<file path="config.mk">
export PLATFORM = sky130hd
export DESIGN_NAME = char_lcd_nibble_sequencer_core
export DESIGN_NICKNAME = d
export VERILOG_FILES = /design/src/rtl/clns_pkg.sv /design/src/rtl/clns_front.sv /design/src/rtl/clns_queue.sv /design/src/rtl/clns_back.sv /design/src/rtl/char_lcd_nibble_sequencer_core.sv
export SDC_FILE = /design/constraint.sdc
export NUM_CORES = 1
export LEC_CHECK = 0
export BUFFER_PORTS_ARGS = -buffer_cell sky130_fd_sc_hd__buf_4
export CORE_MARGIN = 2
export CORE_UTILIZATION = 25
export CTS_BUF_LIST = sky130_fd_sc_hd__clkbuf_8 sky130_fd_sc_hd__clkbuf_16
export DETAILED_ROUTE_END_ITERATION = 6
export PLACE_DENSITY = 0.45
export SYNTH_ARGS = -nofsm -noshare
export SYNTH_HDL_FRONTEND = slang
export SYNTH_HIERARCHICAL = 1
export SYNTH_SLANG_ARGS = --single-unit
export TNS_END_PERCENT = 50
</file>
<file path="constraint.sdc">
create_clock -name clk_i -period 4.94 [get_ports clk_i]
set_clock_uncertainty 0.1 [all_clocks]
set_input_delay 0.988 -clock clk_i [delete_from_list [all_inputs] [get_ports clk_i]]
set_output_delay 0.988 -clock clk_i [all_outputs]
set_load 0.01 [all_outputs]
</file>
<file path="src/rtl/clns_pkg.sv">
// ----------------------------------------------------------------------------
// clns_pkg
// Shared types and constants for the character LCD nibble sequencer.
// ----------------------------------------------------------------------------
package clns_pkg;

  // Request codes carried in the cmd field.
  typedef enum logic [2:0] {
    CMD_INIT  = 3'd0,
    CMD_BYTE  = 3'd1,
    CMD_DATA  = 3'd2,
    CMD_CLEAR = 3'd3,
    CMD_CURSOR = 3'd4,
    CMD_GLYPH = 3'd5
  } cmd_e;

  // How the back end expands a queued request.
  typedef enum logic [1:0] {
    KIND_SINGLE = 2'd0,
    KIND_INIT   = 2'd1,
    KIND_GLYPH  = 2'd2
  } kind_e;

  // Configuration register indexes (byte address divided by four).
  localparam logic REG_CURSOR_SHOWN  = 1'b0;
  localparam logic REG_CURSOR_BLINKS = 1'b1;

  // Controller command bytes.
  localparam logic [7:0] LCD_SET_DDRAM  = 8'h80;
  localparam logic [7:0] LCD_SET_CGRAM  = 8'h40;
  localparam logic [7:0] LCD_CLR_DISP   = 8'h01;
  localparam logic [7:0] LCD_DISP_CTRL  = 8'h0C;
  localparam logic [7:0] LCD_FUNC_8BIT  = 8'h30;
  localparam logic [7:0] LCD_FUNC_4BIT  = 8'h28;
  localparam logic [7:0] LCD_ENTRY_MODE = 8'h06;

  // Waits in microseconds after the strobe.
  localparam logic [11:0] WAIT_HI    = 12'd1;
  localparam logic [11:0] WAIT_LO    = 12'd37;
  localparam logic [11:0] WAIT_CLEAR = 12'd2037;
  localparam logic [11:0] WAIT_BOOT0 = 12'd4037;
  localparam logic [11:0] WAIT_BOOT1 = 12'd137;

  // Index of the final byte of each expansion.
  localparam logic [3:0] LAST_SINGLE = 4'd0;
  localparam logic [3:0] LAST_INIT   = 4'd5;
  localparam logic [3:0] LAST_GLYPH  = 4'd8;
  localparam logic [2:0] INIT_CTRL_IDX = 3'd3;

  // One request word as it arrives.
  typedef struct packed {
    logic [2:0]  cmd;
    logic [7:0]  byte_value;
    logic [1:0]  row_number;
    logic [4:0]  column_number;
    logic [2:0]  glyph_slot;
    logic [63:0] glyph_rows;
  } req_t;

  // One strobe word as it leaves.
  typedef struct packed {
    logic        reg_select;
    logic [3:0]  nibble;
    logic [11:0] wait_us;
    logic        last;
  } strobe_t;

  // Classified request held in the queue.
  typedef struct packed {
    kind_e       kind;
    logic        rs;
    logic        long_wait;
    logic [7:0]  byte_val;   // single byte, init display-control byte or glyph header
    logic [63:0] rows;
  } desc_t;

  // Fixed bytes of the power-up sequence.
  function automatic logic [7:0] init_byte(input logic [2:0] idx);
    logic [7:0] b;
    unique case (idx)
      3'd0, 3'd1: b = LCD_FUNC_8BIT;
      3'd2:       b = LCD_FUNC_4BIT;
      3'd3:       b = LCD_DISP_CTRL;
      3'd4:       b = LCD_CLR_DISP;
      3'd5:       b = LCD_ENTRY_MODE;
      default:    b = LCD_ENTRY_MODE;
    endcase
    return b;
  endfunction

  // Low-nibble waits of the power-up sequence.
  function automatic logic [11:0] init_wait(input logic [2:0] idx);
    logic [11:0] w;
    unique case (idx)
      3'd0:    w = WAIT_BOOT0;
      3'd1:    w = WAIT_BOOT1;
      3'd4:    w = WAIT_CLEAR;
      default: w = WAIT_LO;
    endcase
    return w;
  endfunction

endpackage

</file>
<file path="src/rtl/clns_front.sv">
// ----------------------------------------------------------------------------
// clns_front
// Accepts request words, decodes them and pushes a descriptor to the queue.
// ----------------------------------------------------------------------------
module clns_front #(
  parameter int ROWS    = 2,
  parameter int COLUMNS = 16
) (
  input  logic                 in_valid_i,
  output logic                 in_stall_o,
  input  clns_pkg::req_t       in_data_i,
  input  logic                 cursor_shown_i,
  input  logic                 cursor_blinks_i,
  input  logic                 full_i,
  output logic                 push_o,
  output clns_pkg::desc_t      push_desc_o
);

  localparam logic [2:0] RowMax = 3'(ROWS);
  localparam logic [5:0] ColMax = 6'(COLUMNS);
  localparam logic [6:0] ColOff = 7'(COLUMNS);

  logic       accept;
  logic [2:0] row_c;
  logic [2:0] row_m1;
  logic [5:0] col_c;
  logic [6:0] addr;

  assign in_stall_o = full_i;
  assign accept     = in_valid_i && !full_i;

  // Clamp row and column into the display, zero repaired to one.
  always_comb begin
    row_c = {1'b0, in_data_i.row_number};
    if (row_c == 3'd0) begin
      row_c = 3'd1;
    end
    if (row_c > RowMax) begin
      row_c = RowMax;
    end
    col_c = {1'b0, in_data_i.column_number};
    if (col_c == 6'd0) begin
      col_c = 6'd1;
    end
    if (col_c > ColMax) begin
      col_c = ColMax;
    end
  end

  // Rows one and three start a line, two and four are 0x40 further on;
  // rows three and four follow the first two lines by one line width.
  assign row_m1 = row_c - 3'd1;
  assign addr   = {row_m1[0], 6'd0} + 7'(col_c - 6'd1) + (row_c[2] | row_c[1] & row_c[0]
                  ? ColOff : 7'd0);

  // Classify the request.
  always_comb begin
    push_o                = 1'b0;
    push_desc_o.kind      = clns_pkg::KIND_SINGLE;
    push_desc_o.rs        = 1'b0;
    push_desc_o.long_wait = 1'b0;
    push_desc_o.byte_val  = in_data_i.byte_value;
    push_desc_o.rows      = in_data_i.glyph_rows;
    unique case (clns_pkg::cmd_e'(in_data_i.cmd))
      clns_pkg::CMD_INIT: begin
        push_o               = accept;
        push_desc_o.kind     = clns_pkg::KIND_INIT;
        push_desc_o.byte_val = clns_pkg::LCD_DISP_CTRL | {6'd0, cursor_shown_i, cursor_blinks_i};
      end
      clns_pkg::CMD_BYTE: begin
        push_o = accept;
      end
      clns_pkg::CMD_DATA: begin
        push_o         = accept;
        push_desc_o.rs = 1'b1;
      end
      clns_pkg::CMD_CLEAR: begin
        push_o                = accept;
        push_desc_o.long_wait = 1'b1;
        push_desc_o.byte_val  = clns_pkg::LCD_CLR_DISP;
      end
      clns_pkg::CMD_CURSOR: begin
        push_o               = accept;
        push_desc_o.byte_val = clns_pkg::LCD_SET_DDRAM | {1'b0, addr};
      end
      clns_pkg::CMD_GLYPH: begin
        push_o               = accept;
        push_desc_o.kind     = clns_pkg::KIND_GLYPH;
        push_desc_o.byte_val = clns_pkg::LCD_SET_CGRAM | {2'b00, in_data_i.glyph_slot, 3'b000};
      end
      default: begin
        // Unused codes are taken and dropped.
        push_o = 1'b0;
      end
    endcase
  end

endmodule

</file>
<file path="src/rtl/clns_queue.sv">
// ----------------------------------------------------------------------------
// clns_queue
// Two-entry descriptor queue between the decoder and the strobe sequencer.
// ----------------------------------------------------------------------------
module clns_queue (
  input  logic            clk_i,
  input  logic            rst_ni,
  input  logic            push_i,
  input  clns_pkg::desc_t push_desc_i,
  output logic            full_o,
  input  logic            pop_i,
  output logic            empty_o,
  output clns_pkg::desc_t pop_desc_o
);

  clns_pkg::desc_t slot_q [2];
  logic       wr_ptr_q, wr_ptr_d;
  logic       rd_ptr_q, rd_ptr_d;
  logic [1:0] cnt_q, cnt_d;

  assign full_o     = (cnt_q == 2'd2);
  assign empty_o    = (cnt_q == 2'd0);
  assign pop_desc_o = slot_q[rd_ptr_q];

  // Pointer and fill bookkeeping.
  always_comb begin
    wr_ptr_d = wr_ptr_q ^ push_i;
    rd_ptr_d = rd_ptr_q ^ pop_i;
    cnt_d    = cnt_q + {1'b0, push_i} - {1'b0, pop_i};
  end

  always_ff @(posedge clk_i or negedge rst_ni) begin
    if (!rst_ni) begin
      wr_ptr_q <= 1'b0;
      rd_ptr_q <= 1'b0;
      cnt_q    <= 2'd0;
    end else begin
      wr_ptr_q <= wr_ptr_d;
      rd_ptr_q <= rd_ptr_d;
      cnt_q    <= cnt_d;
    end
  end

  // Entry storage.
  always_ff @(posedge clk_i) begin
    if (push_i) begin
      slot_q[wr_ptr_q] <= push_desc_i;
    end
  end

endmodule

</file>
<file path="src/rtl/clns_back.sv">
// ----------------------------------------------------------------------------
// clns_back
// Expands one descriptor into nibble strobes, one word per cycle while the
// output is not stalled, into an output register.
// ----------------------------------------------------------------------------
module clns_back (
  input  logic             clk_i,
  input  logic             rst_ni,
  input  logic             empty_i,
  input  clns_pkg::desc_t  desc_i,
  output logic             pop_o,
  output logic             out_valid_o,
  input  logic             out_stall_i,
  output clns_pkg::strobe_t out_data_o
);

  clns_pkg::desc_t   cur_q, cur_d;
  logic              busy_q, busy_d;
  logic [3:0]        idx_q, idx_d;
  logic              phase_q, phase_d;
  logic              out_valid_q, out_valid_d;
  clns_pkg::strobe_t out_word_q, out_word_d;

  logic              advance;
  logic              finish;
  logic [2:0]        row_sel;
  logic [7:0]        cur_byte;
  logic              cur_rs;
  logic [11:0]       lo_wait;
  logic [3:0]        last_idx;

  assign row_sel = 3'(idx_q - 4'd1);

  // Pick the byte, register select and low-nibble wait of the current step.
  always_comb begin
    cur_byte = cur_q.byte_val;
    cur_rs   = cur_q.rs;
    lo_wait  = cur_q.long_wait ? clns_pkg::WAIT_CLEAR : clns_pkg::WAIT_LO;
    last_idx = clns_pkg::LAST_SINGLE;
    unique case (cur_q.kind)
      clns_pkg::KIND_INIT: begin
        cur_rs   = 1'b0;
        cur_byte = (idx_q[2:0] == clns_pkg::INIT_CTRL_IDX) ? cur_q.byte_val
                                                           : clns_pkg::init_byte(idx_q[2:0]);
        lo_wait  = clns_pkg::init_wait(idx_q[2:0]);
        last_idx = clns_pkg::LAST_INIT;
      end
      clns_pkg::KIND_GLYPH: begin
        cur_rs   = (idx_q != 4'd0);
        cur_byte = (idx_q == 4'd0) ? cur_q.byte_val : cur_q.rows[{row_sel, 3'b000} +: 8];
        lo_wait  = clns_pkg::WAIT_LO;
        last_idx = clns_pkg::LAST_GLYPH;
      end
      default: begin
        last_idx = clns_pkg::LAST_SINGLE;
      end
    endcase
  end

  // While busy, the sequencer steps whenever the output register can take a word.
  assign advance = busy_q && (!out_valid_q || !out_stall_i);
  assign finish  = advance && phase_q && (idx_q == last_idx);
  assign pop_o   = !empty_i && (!busy_q || finish);

  always_comb begin
    cur_d   = cur_q;
    busy_d  = busy_q;
    idx_d   = idx_q;
    phase_d = phase_q;
    if (pop_o) begin
      cur_d   = desc_i;
      busy_d  = 1'b1;
      idx_d   = 4'd0;
      phase_d = 1'b0;
    end else if (finish) begin
      busy_d = 1'b0;
    end else if (advance) begin
      phase_d = !phase_q;
      if (phase_q) begin
        idx_d = idx_q + 4'd1;
      end
    end
  end

  // Output register: high nibble first, then the low nibble.
  always_comb begin
    out_word_d = out_word_q;
    if (advance) begin
      out_word_d.reg_select = cur_rs;
      out_word_d.nibble     = phase_q ? cur_byte[3:0] : cur_byte[7:4];
      out_word_d.wait_us    = phase_q ? lo_wait : clns_pkg::WAIT_HI;
      out_word_d.last       = phase_q && (idx_q == last_idx);
    end
    if (advance) begin
      out_valid_d = 1'b1;
    end else if (out_stall_i) begin
      out_valid_d = out_valid_q;
    end else begin
      out_valid_d = 1'b0;
    end
  end

  always_ff @(posedge clk_i or negedge rst_ni) begin
    if (!rst_ni) begin
      busy_q      <= 1'b0;
      idx_q       <= 4'd0;
      phase_q     <= 1'b0;
      out_valid_q <= 1'b0;
    end else begin
      busy_q      <= busy_d;
      idx_q       <= idx_d;
      phase_q     <= phase_d;
      out_valid_q <= out_valid_d;
    end
  end

  always_ff @(posedge clk_i) begin
    cur_q      <= cur_d;
    out_word_q <= out_word_d;
  end

  assign out_valid_o = out_valid_q;
  assign out_data_o  = out_word_q;

endmodule

</file>
<file path="src/rtl/char_lcd_nibble_sequencer_core.sv">
// ----------------------------------------------------------------------------
// char_lcd_nibble_sequencer_core
// Turns LCD requests into enable-strobed nibble words for a 4-bit LCD bus.
// ----------------------------------------------------------------------------
// Each request word expands into strobe words, one per clock while the output
// is not stalled: a command, data, clear or cursor request gives two words,
// init gives twelve and glyph definition eighteen; codes six
// and seven are taken and give no word. The output register and the
// sequencer that fills it set this rate of one nibble per cycle; a two-entry
// queue lets new requests be taken while earlier ones are still being sent.
// Waits are reported in wait_us and must be carried out by a timer outside.
// Cursor flags come from two APB registers at byte addresses 0 and 4.
module char_lcd_nibble_sequencer_core #(
  parameter int ROWS    = 2,
  parameter int COLUMNS = 16
) (
  input  logic               clk_i,
  input  logic               rst_ni,
  input  logic               in_valid_i,
  output logic               in_stall_o,
  input  clns_pkg::req_t     in_data_i,
  output logic               out_valid_o,
  input  logic               out_stall_i,
  output clns_pkg::strobe_t  out_data_o,
  input  logic               psel,
  input  logic               penable,
  input  logic               pwrite,
  input  logic [2:0]         paddr,
  input  logic [31:0]        pwdata,
  output logic [31:0]        prdata,
  output logic               pready
);

  logic            cursor_shown_q, cursor_shown_d;
  logic            cursor_blinks_q, cursor_blinks_d;
  logic            cfg_write;
  logic            push;
  logic            pop;
  logic            full;
  logic            empty;
  clns_pkg::desc_t push_desc;
  clns_pkg::desc_t pop_desc;

  // Configuration registers.
  assign pready    = 1'b1;
  assign cfg_write = psel && penable && pwrite;

  always_comb begin
    cursor_shown_d  = cursor_shown_q;
    cursor_blinks_d = cursor_blinks_q;
    if (cfg_write) begin
      unique case (paddr[2])
        clns_pkg::REG_CURSOR_SHOWN:  cursor_shown_d  = pwdata[0];
        clns_pkg::REG_CURSOR_BLINKS: cursor_blinks_d = pwdata[0];
        default: ;
      endcase
    end
  end

  always_comb begin
    unique case (paddr[2])
      clns_pkg::REG_CURSOR_SHOWN:  prdata = {31'd0, cursor_shown_q};
      clns_pkg::REG_CURSOR_BLINKS: prdata = {31'd0, cursor_blinks_q};
      default:                     prdata = 32'd0;
    endcase
  end

  always_ff @(posedge clk_i or negedge rst_ni) begin
    if (!rst_ni) begin
      cursor_shown_q  <= 1'b0;
      cursor_blinks_q <= 1'b0;
    end else begin
      cursor_shown_q  <= cursor_shown_d;
      cursor_blinks_q <= cursor_blinks_d;
    end
  end

  // Request decoder.
  clns_front #(
    .ROWS    (ROWS),
    .COLUMNS (COLUMNS)
  ) u_front (
    .in_valid_i      (in_valid_i),
    .in_stall_o      (in_stall_o),
    .in_data_i       (in_data_i),
    .cursor_shown_i  (cursor_shown_q),
    .cursor_blinks_i (cursor_blinks_q),
    .full_i          (full),
    .push_o          (push),
    .push_desc_o     (push_desc)
  );

  // Descriptor queue.
  clns_queue u_queue (
    .clk_i       (clk_i),
    .rst_ni      (rst_ni),
    .push_i      (push),
    .push_desc_i (push_desc),
    .full_o      (full),
    .pop_i       (pop),
    .empty_o     (empty),
    .pop_desc_o  (pop_desc)
  );

  // Strobe sequencer.
  clns_back u_back (
    .clk_i       (clk_i),
    .rst_ni      (rst_ni),
    .empty_i     (empty),
    .desc_i      (pop_desc),
    .pop_o       (pop),
    .out_valid_o (out_valid_o),
    .out_stall_i (out_stall_i),
    .out_data_o  (out_data_o)
  );

endmodule

</file>
After elaboration in Yosys (flattened, before gate mapping)

Memories as Yosys holds them, arrays and structs flattened. A register that Yosys moved wholly into a read port is not among the register bits.
Cells that the tools add are included.

Bits in registers: 31
Bits in writable memories: 152
Input port bits: 127
Output and inout port bits: 53
Word-level logic and storage cells: 111
Memories: 1

Memory list:

| memory         | depth | bits a word | rd ports | clocked after memory_dff | wr ports | line             | text |
|---|---|---|---|---|---|---|---|
| u_queue.slot_q | 2     | 76          | 1        | 1                        | 1        | clns_queue.sv:16 | `clns_pkg::desc_t slot_q [2];` |

Add/subtract/negate cells: 8
Magnitude comparators: 2
Equality and inequality tests: 15
Shift operators: 1
Mux-type cells: 34
Bitwise gates (word level): 5
Reduce and logical (&&, ||, !) cells: 32

Operator list:

| operator                                         | number |
|---|---|
| case mux 32 bit (2 select lines)                 | 1 |
| variable part select 64 x 7 -> 8 bit             | 1 |
| case mux 12 bit (3 select lines)                 | 1 |
| case mux 8 bit (4 select lines)                  | 1 |
| case mux 12 bit (2 select lines)                 | 1 |
| two-way mux 4 bit                                | 5 |
| case mux 6 bit (3 select lines)                  | 1 |
| two-way mux 8 bit                                | 2 |
| case mux 8 bit (2 select lines)                  | 1 |
| adder 7 bit                                      | 2 |
| == test 3 x 2 -> 1 bit, second input constant    | 4 |
| two-way mux 1 bit                                | 12 |
| two-way mux 11 bit                               | 1 |
| two-way mux 5 bit                                | 2 |
| == test 3 bit, second input constant             | 3 |
| logical AND 1 bit                                | 8 |
| case mux 4 bit (2 select lines)                  | 1 |
| subtractor 6 x 1 -> 7 bit, second input constant | 1 |
| == test 3 x 1 -> 1 bit, second input constant    | 2 |
| zero test 1 bit                                  | 6 |
| zero test 3 bit                                  | 2 |
| two-way mux 6 bit                                | 1 |
| AND reduction 2 bit                              | 3 |
| nonzero test 2 bit                               | 3 |
| 27 further kinds                                 | 32 |

Longest topological paths before layout

Depth after elaboration: 9
Depth in mapped cells: 10
Depth with buffers taken out: 10

By module

Netlist, hierarchy kept.

Modules (own cells, without submodules):

| module                         | times used | cells each | area an instance (um^2) | seq. area each (um^2) |
|---|---|---|---|---|
| clns_queue                     | 1          | 253        | 5816.8                  | 4664.5 |
| clns_back                      | 1          | 251        | 4051.4                  | 2847.7 |
| clns_front                     | 1          | 134        | 945.9                   | 0.0 |
| char_lcd_nibble_sequencer_core | 1          | 41         | 346.6                   | 50.0 |

Least setup slack after synthesis

No wires, ideal clock.

Path type: register to register
Start point: reg, netlist name u_back/cur_q[74]
End point: reg u_queue.cnt_q[1]
Library setup time: 0.135 ns
Arrival: 4.728 ns
Data required time: 4.705 ns
Path slack: -0.023 ns
Stages on the path, launching flop included: 10
Path buffers: 0
Clock period less this slack: 4.963 ns
Cell sequence: edfxtp_1 ha_1 or3_4 a2111oi_4 nand2_2 a21oi_2 ha_1 inv_1 ha_1 xor3_1

Word-level cells in the longest chain between the ends: 7
Elaborated cells on any way between the ends: 8
Those cells by class: 1 x add/sub; 3 x eq/ne; 1 x mux; 3 x reduce/logical

Ends and longest elaborated chain:

| element                                                        | line                                 | text |
|---|---|---|
| == test 2 bit / == test 2 x 1 -> 1 bit (equally long branches) | clns_back.sv:40                      | `unique case (cur_q.kind)` |
| case mux 4 bit (2 select lines) *                              | clns_back.sv:40                      |  |
| == test 4 bit *                                                | clns_back.sv:62                      | `assign finish = advance && phase_q && (idx_q == last_idx);` |
| logical AND 1 bit *                                            | clns_back.sv:62                      |  |
| logical OR 1 bit *                                             | clns_back.sv:63                      | `assign pop_o = !empty_i && (!busy_q \|\| finish);` |
| logical AND 1 bit *                                            | clns_back.sv:63                      |  |
| net pop                                                        | char_lcd_nibble_sequencer_core.sv:38 | `logic pop;` |
| subtractor 2 x 1 -> 2 bit *                                    | clns_queue.sv:29                     | `cnt_d = cnt_q + {1'b0, push_i} - {1'b0, pop_i};` |
| net u_queue.cnt_d[1]                                           | clns_queue.sv:19                     | `logic [1:0] cnt_q, cnt_d;` |
| to (signal assigned)                                           | clns_queue.sv:40                     | `cnt_q <= cnt_d;` |
| to (decl)                                                      | clns_queue.sv:19                     |  |

The timed path passes the listed nets; every way through them passes the cells marked *.
A chain may end at the register's enable or synchronous reset.

Worst setup path in the final report

Start point: reg, netlist name u_back/cur_q[74]
End point: reg, netlist name u_back/cur_q[57]

Word-level cells in the longest chain between the ends: 6
Elaborated cells on any way between the ends: 7
Those cells by class: 3 x eq/ne; 1 x mux; 3 x reduce/logical

Ends and longest elaborated chain:

| element                                                        | line |
|---|---|
| == test 2 bit / == test 2 x 1 -> 1 bit (equally long branches) | clns_back.sv:40 |
| case mux 4 bit (2 select lines) *                              | clns_back.sv:40 |
| == test 4 bit *                                                | clns_back.sv:62 |
| logical AND 1 bit *                                            | clns_back.sv:62 |
| logical OR 1 bit *                                             | clns_back.sv:63 |
| logical AND 1 bit *                                            | clns_back.sv:63 |
| net pop                                                        | char_lcd_nibble_sequencer_core.sv:38 |

Marks and branches as above.

==> results.md <==
* Fin area at 13150 sq um
* WL/cell at 16.09 um
* Worst path slowest cell: a2111oi_4
* Post-synthesis mux area share at 0.1230
* Async S/R FF share, synth at 0.05118
* Via count of the first global-routing pass at around 5400
* Max Fanout on Critical Path at 42
* Routed via count at 5297
* CP peak stage delay at 550 ps
* Initial drt markers at 167
* Slew HR at 0.4038
* Status: complete, no violations
* Antenna violations before repair at 0
* Detail Route Antenna Nets at 0
* Worst Path Required at ~5000 ps
* Post-DP Area at 12060 sq um
* Pwr Density at between 500 and 600 nW/um^2
* Die height at 215.3 um
* Gr ovfl total at 0
* Fraction of the cycle the final worst path needs at 0.6311
* # setup viols final at 0
* F_max at roughly 0.32 GHz
* P&R area growth vs syn at 17.79%
* Worst skew pair latency at 550 ps
* Dpl cells at 1299
* Clk sinks at 254
* Clk buf depth at 3
* CTS H-Tree Depth at 1
* Post-synthesis cell count at slightly below 700
* Max Cap Viol at 0
* Area of the die at 46350 sq um
* Post-synth EDFFs at 241
* Layout net count at 882
* Post-synthesis adder-cell area fraction at 0.01962
* Synth Cell Area at between 10000 and 15000 sq um
* FF+latch area at 7566 sq um
* Post-cts sizing count at 0
* Commonest cells in the netlist: edfxtp_1 (241), buf_4 (105), mux2_2 (48)
* Worst EP arrival at 3200 ps
* Cts bufs inserted at 30
* Compound-Gate Fraction of Synth Area at 0.03744
* Worst hold-check path type: primary input to asynchronous set/reset pin
* First-pass GRT wire length at 32600 um
* Most instantiated library cell after synthesis: edfxtp_1
* Main synth FF type: edfxtp_1
* DRC errors left at 0
* Synth Register Bits at 254
* Filler cell count at 4448
* GRT Total Usage at 0.09244
* Number of port buffers at 111
* Placer Congestion at 0.7396
* Layout cells sized above 1 at 0.3663
* Drt total wl at about 22000 um
* Sum Neg Setup Slack at 0 ps
* Post-synth top area cell: edfxtp_1
* Critical Path Sink Type: register
* Top area cells in the synthesized netlist: edfxtp_1 (65%), buf_4 (7.1%), mux2_2 (4.8%)
* Critical path class: register to register
* Leak pwr at ~0.0047 uW
* CP Buf/Inv Count at 1
* Starting Density at 0.2529
* CTS tree: built
* Min cycle time layout at 3117 ps
* Worst Max-Slew Pin Slew at between 800 and 900 ps
* Synth Area in Simple Gates at 0.04406
* Largest family of logic cells by synthesized area: multiplexers
* Pre-Repair DR Iteration Count at 4
* Diodes inserted at 0
* Hpwl dp at 14210 um
* Hold_buf cts at 0
* Startpoint types: register
* Vias per cell at 3.921
* Core area at 44120 sq um
* CP cell instances: ha_1 -> or3_4 -> a2111oi_4 -> nand2_2 -> a21oi_4 -> buf_4
* Final non-filler cell total at 1351
* Final Max Slew Viols at 0
* CTS Root Cell: clkbuf_16
* Synth Area per Inst at 16.44 sq um
* Pin count of the biggest net entering global routing at 49
* Post-synth cell types at 65
* Synth Area in XOR/XNOR at 0.007735
* Final Hold Vio Count at 0
* FP Rows at 77
* Final Power at around 7300 uW
* Clock Pin Slew Worst Setup and Hold Paths at 60 ps
* I/O pins at between 150 and 200
* RSZ-0062 raised after global routing: no
* Die width at 215.3 um
* Area occupied by multi-input gates at 2748 sq um
* Area share of the largest cell type after synthesis at 0.6484
* YS warnings at 6
* Register area share after synthesis at 0.6776
* Maximum VDD drop at approximately 0.27 mV
* CP delay by family, top: compound AO/OA/AOI/OAI gates
* Post-CTS Setup Repair Bufs at 0
## layout make-up
cell class | instances | share of cell area
Clock buffer | 31 | 0.05901
Clock inverter | 21 | 0.02341
Inverter | 24 | 0.006853
Multi-Input combinational cell | 310 | 0.2090
Sequential cell | 254 | 0.5755
Tap cell | 592 | 0.05634
Timing Repair Buffer | 119 | 0.06986
## registers in the layout, indices dropped and copies added, names as in the netlist
| register | flops |
|---|---|
| cursor_blinks_q | 1 |
| cursor_shown_q | 1 |
| u_back/busy_q | 1 |
| u_back/cur_q | 76 |
| u_back/idx_q | 4 |
| u_back/out_data_o | 13 |
| u_back/out_valid_o | 1 |
| u_back/phase_q | 1 |
| u_queue/cnt_q | 2 |
| u_queue/rd_ptr_q | 1 |
| u_queue/slot_q | 152 |
| u_queue/wr_ptr_q | 1 |
## report_power, final
| part | switching (uW) | internal (uW) |
|---|---|---|
| logic | 925 | 837 |
| registers | 239 | 2880 |
| clock network | 850 | 1540 |
| total | 2010 | 5250 |
## per-layer routing
metal,track usage,wire [um]
met5,0,0
met2,0.1547,10670
met1,0.1214,9739
met3,0.02067,870
met4,0.02276,453
## path summary, 6_finish.rpt
check / endpoint / slack, ps / cells after the start / start
setup / recovery: u_back/cur_q[57]$_DFFE_PP_ / 1820 / 6 / u_back/cur_q[74]$_DFFE_PP_
hold / removal: u_back/idx_q[2]$_DFFE_PN0P_ / 180 / 1 / rst_ni
setup reg to reg: u_back/cur_q[57]$_DFFE_PP_ / 1820 / 6 / u_back/cur_q[74]$_DFFE_PP_
hold reg to reg: u_back/idx_q[0]$_DFFE_PN0P_ / 420 / 1 / u_back/idx_q[0]$_DFFE_PN0P_
max in group asynchronous: u_queue/rd_ptr_q$_DFF_PN0_ / 4370 / 1 / rst_ni
min in group clk_i: u_back/idx_q[0]$_DFFE_PN0P_ / 420 / 1 / u_back/idx_q[0]$_DFFE_PN0P_
## metrics by stage
stage	hold slack, ps	utilization	worst slack, ps
CTS	159.8	0.2979	1758
floorplan	382.1	-	881.2
global placement	407.4	0.2734	1490
global route	169.3	0.2979	1596
finish	180.3	0.2979	1823
detailed placement	408.8	0.2734	1495
## layout by cell type (no fill, tap or decap), types with 7 or more instances in the layout
cell,n
ha_1,13
nor2_1,18
mux2_2,48
bufinv_16,8
conb_1,34
nand2b_1,9
nor3_1,10
a21oi_1,17
edfxtp_1,241
mux4_2,16
o21ai_0,13
mux2_4,30
buf_4,117
clkbuf_16,31
nor2b_1,7
nand2_1,28
inv_1,25
dfrtp_1,12
## cells by family after synthesis
family,Yosys count
simple gates,96
other cells,4
buf+inv,145
mux,96
flops,254
xor+xnor,6
compound gates,61
fa+ha+maj,17
Note: power is estimated with default switching activity, not from simulation.
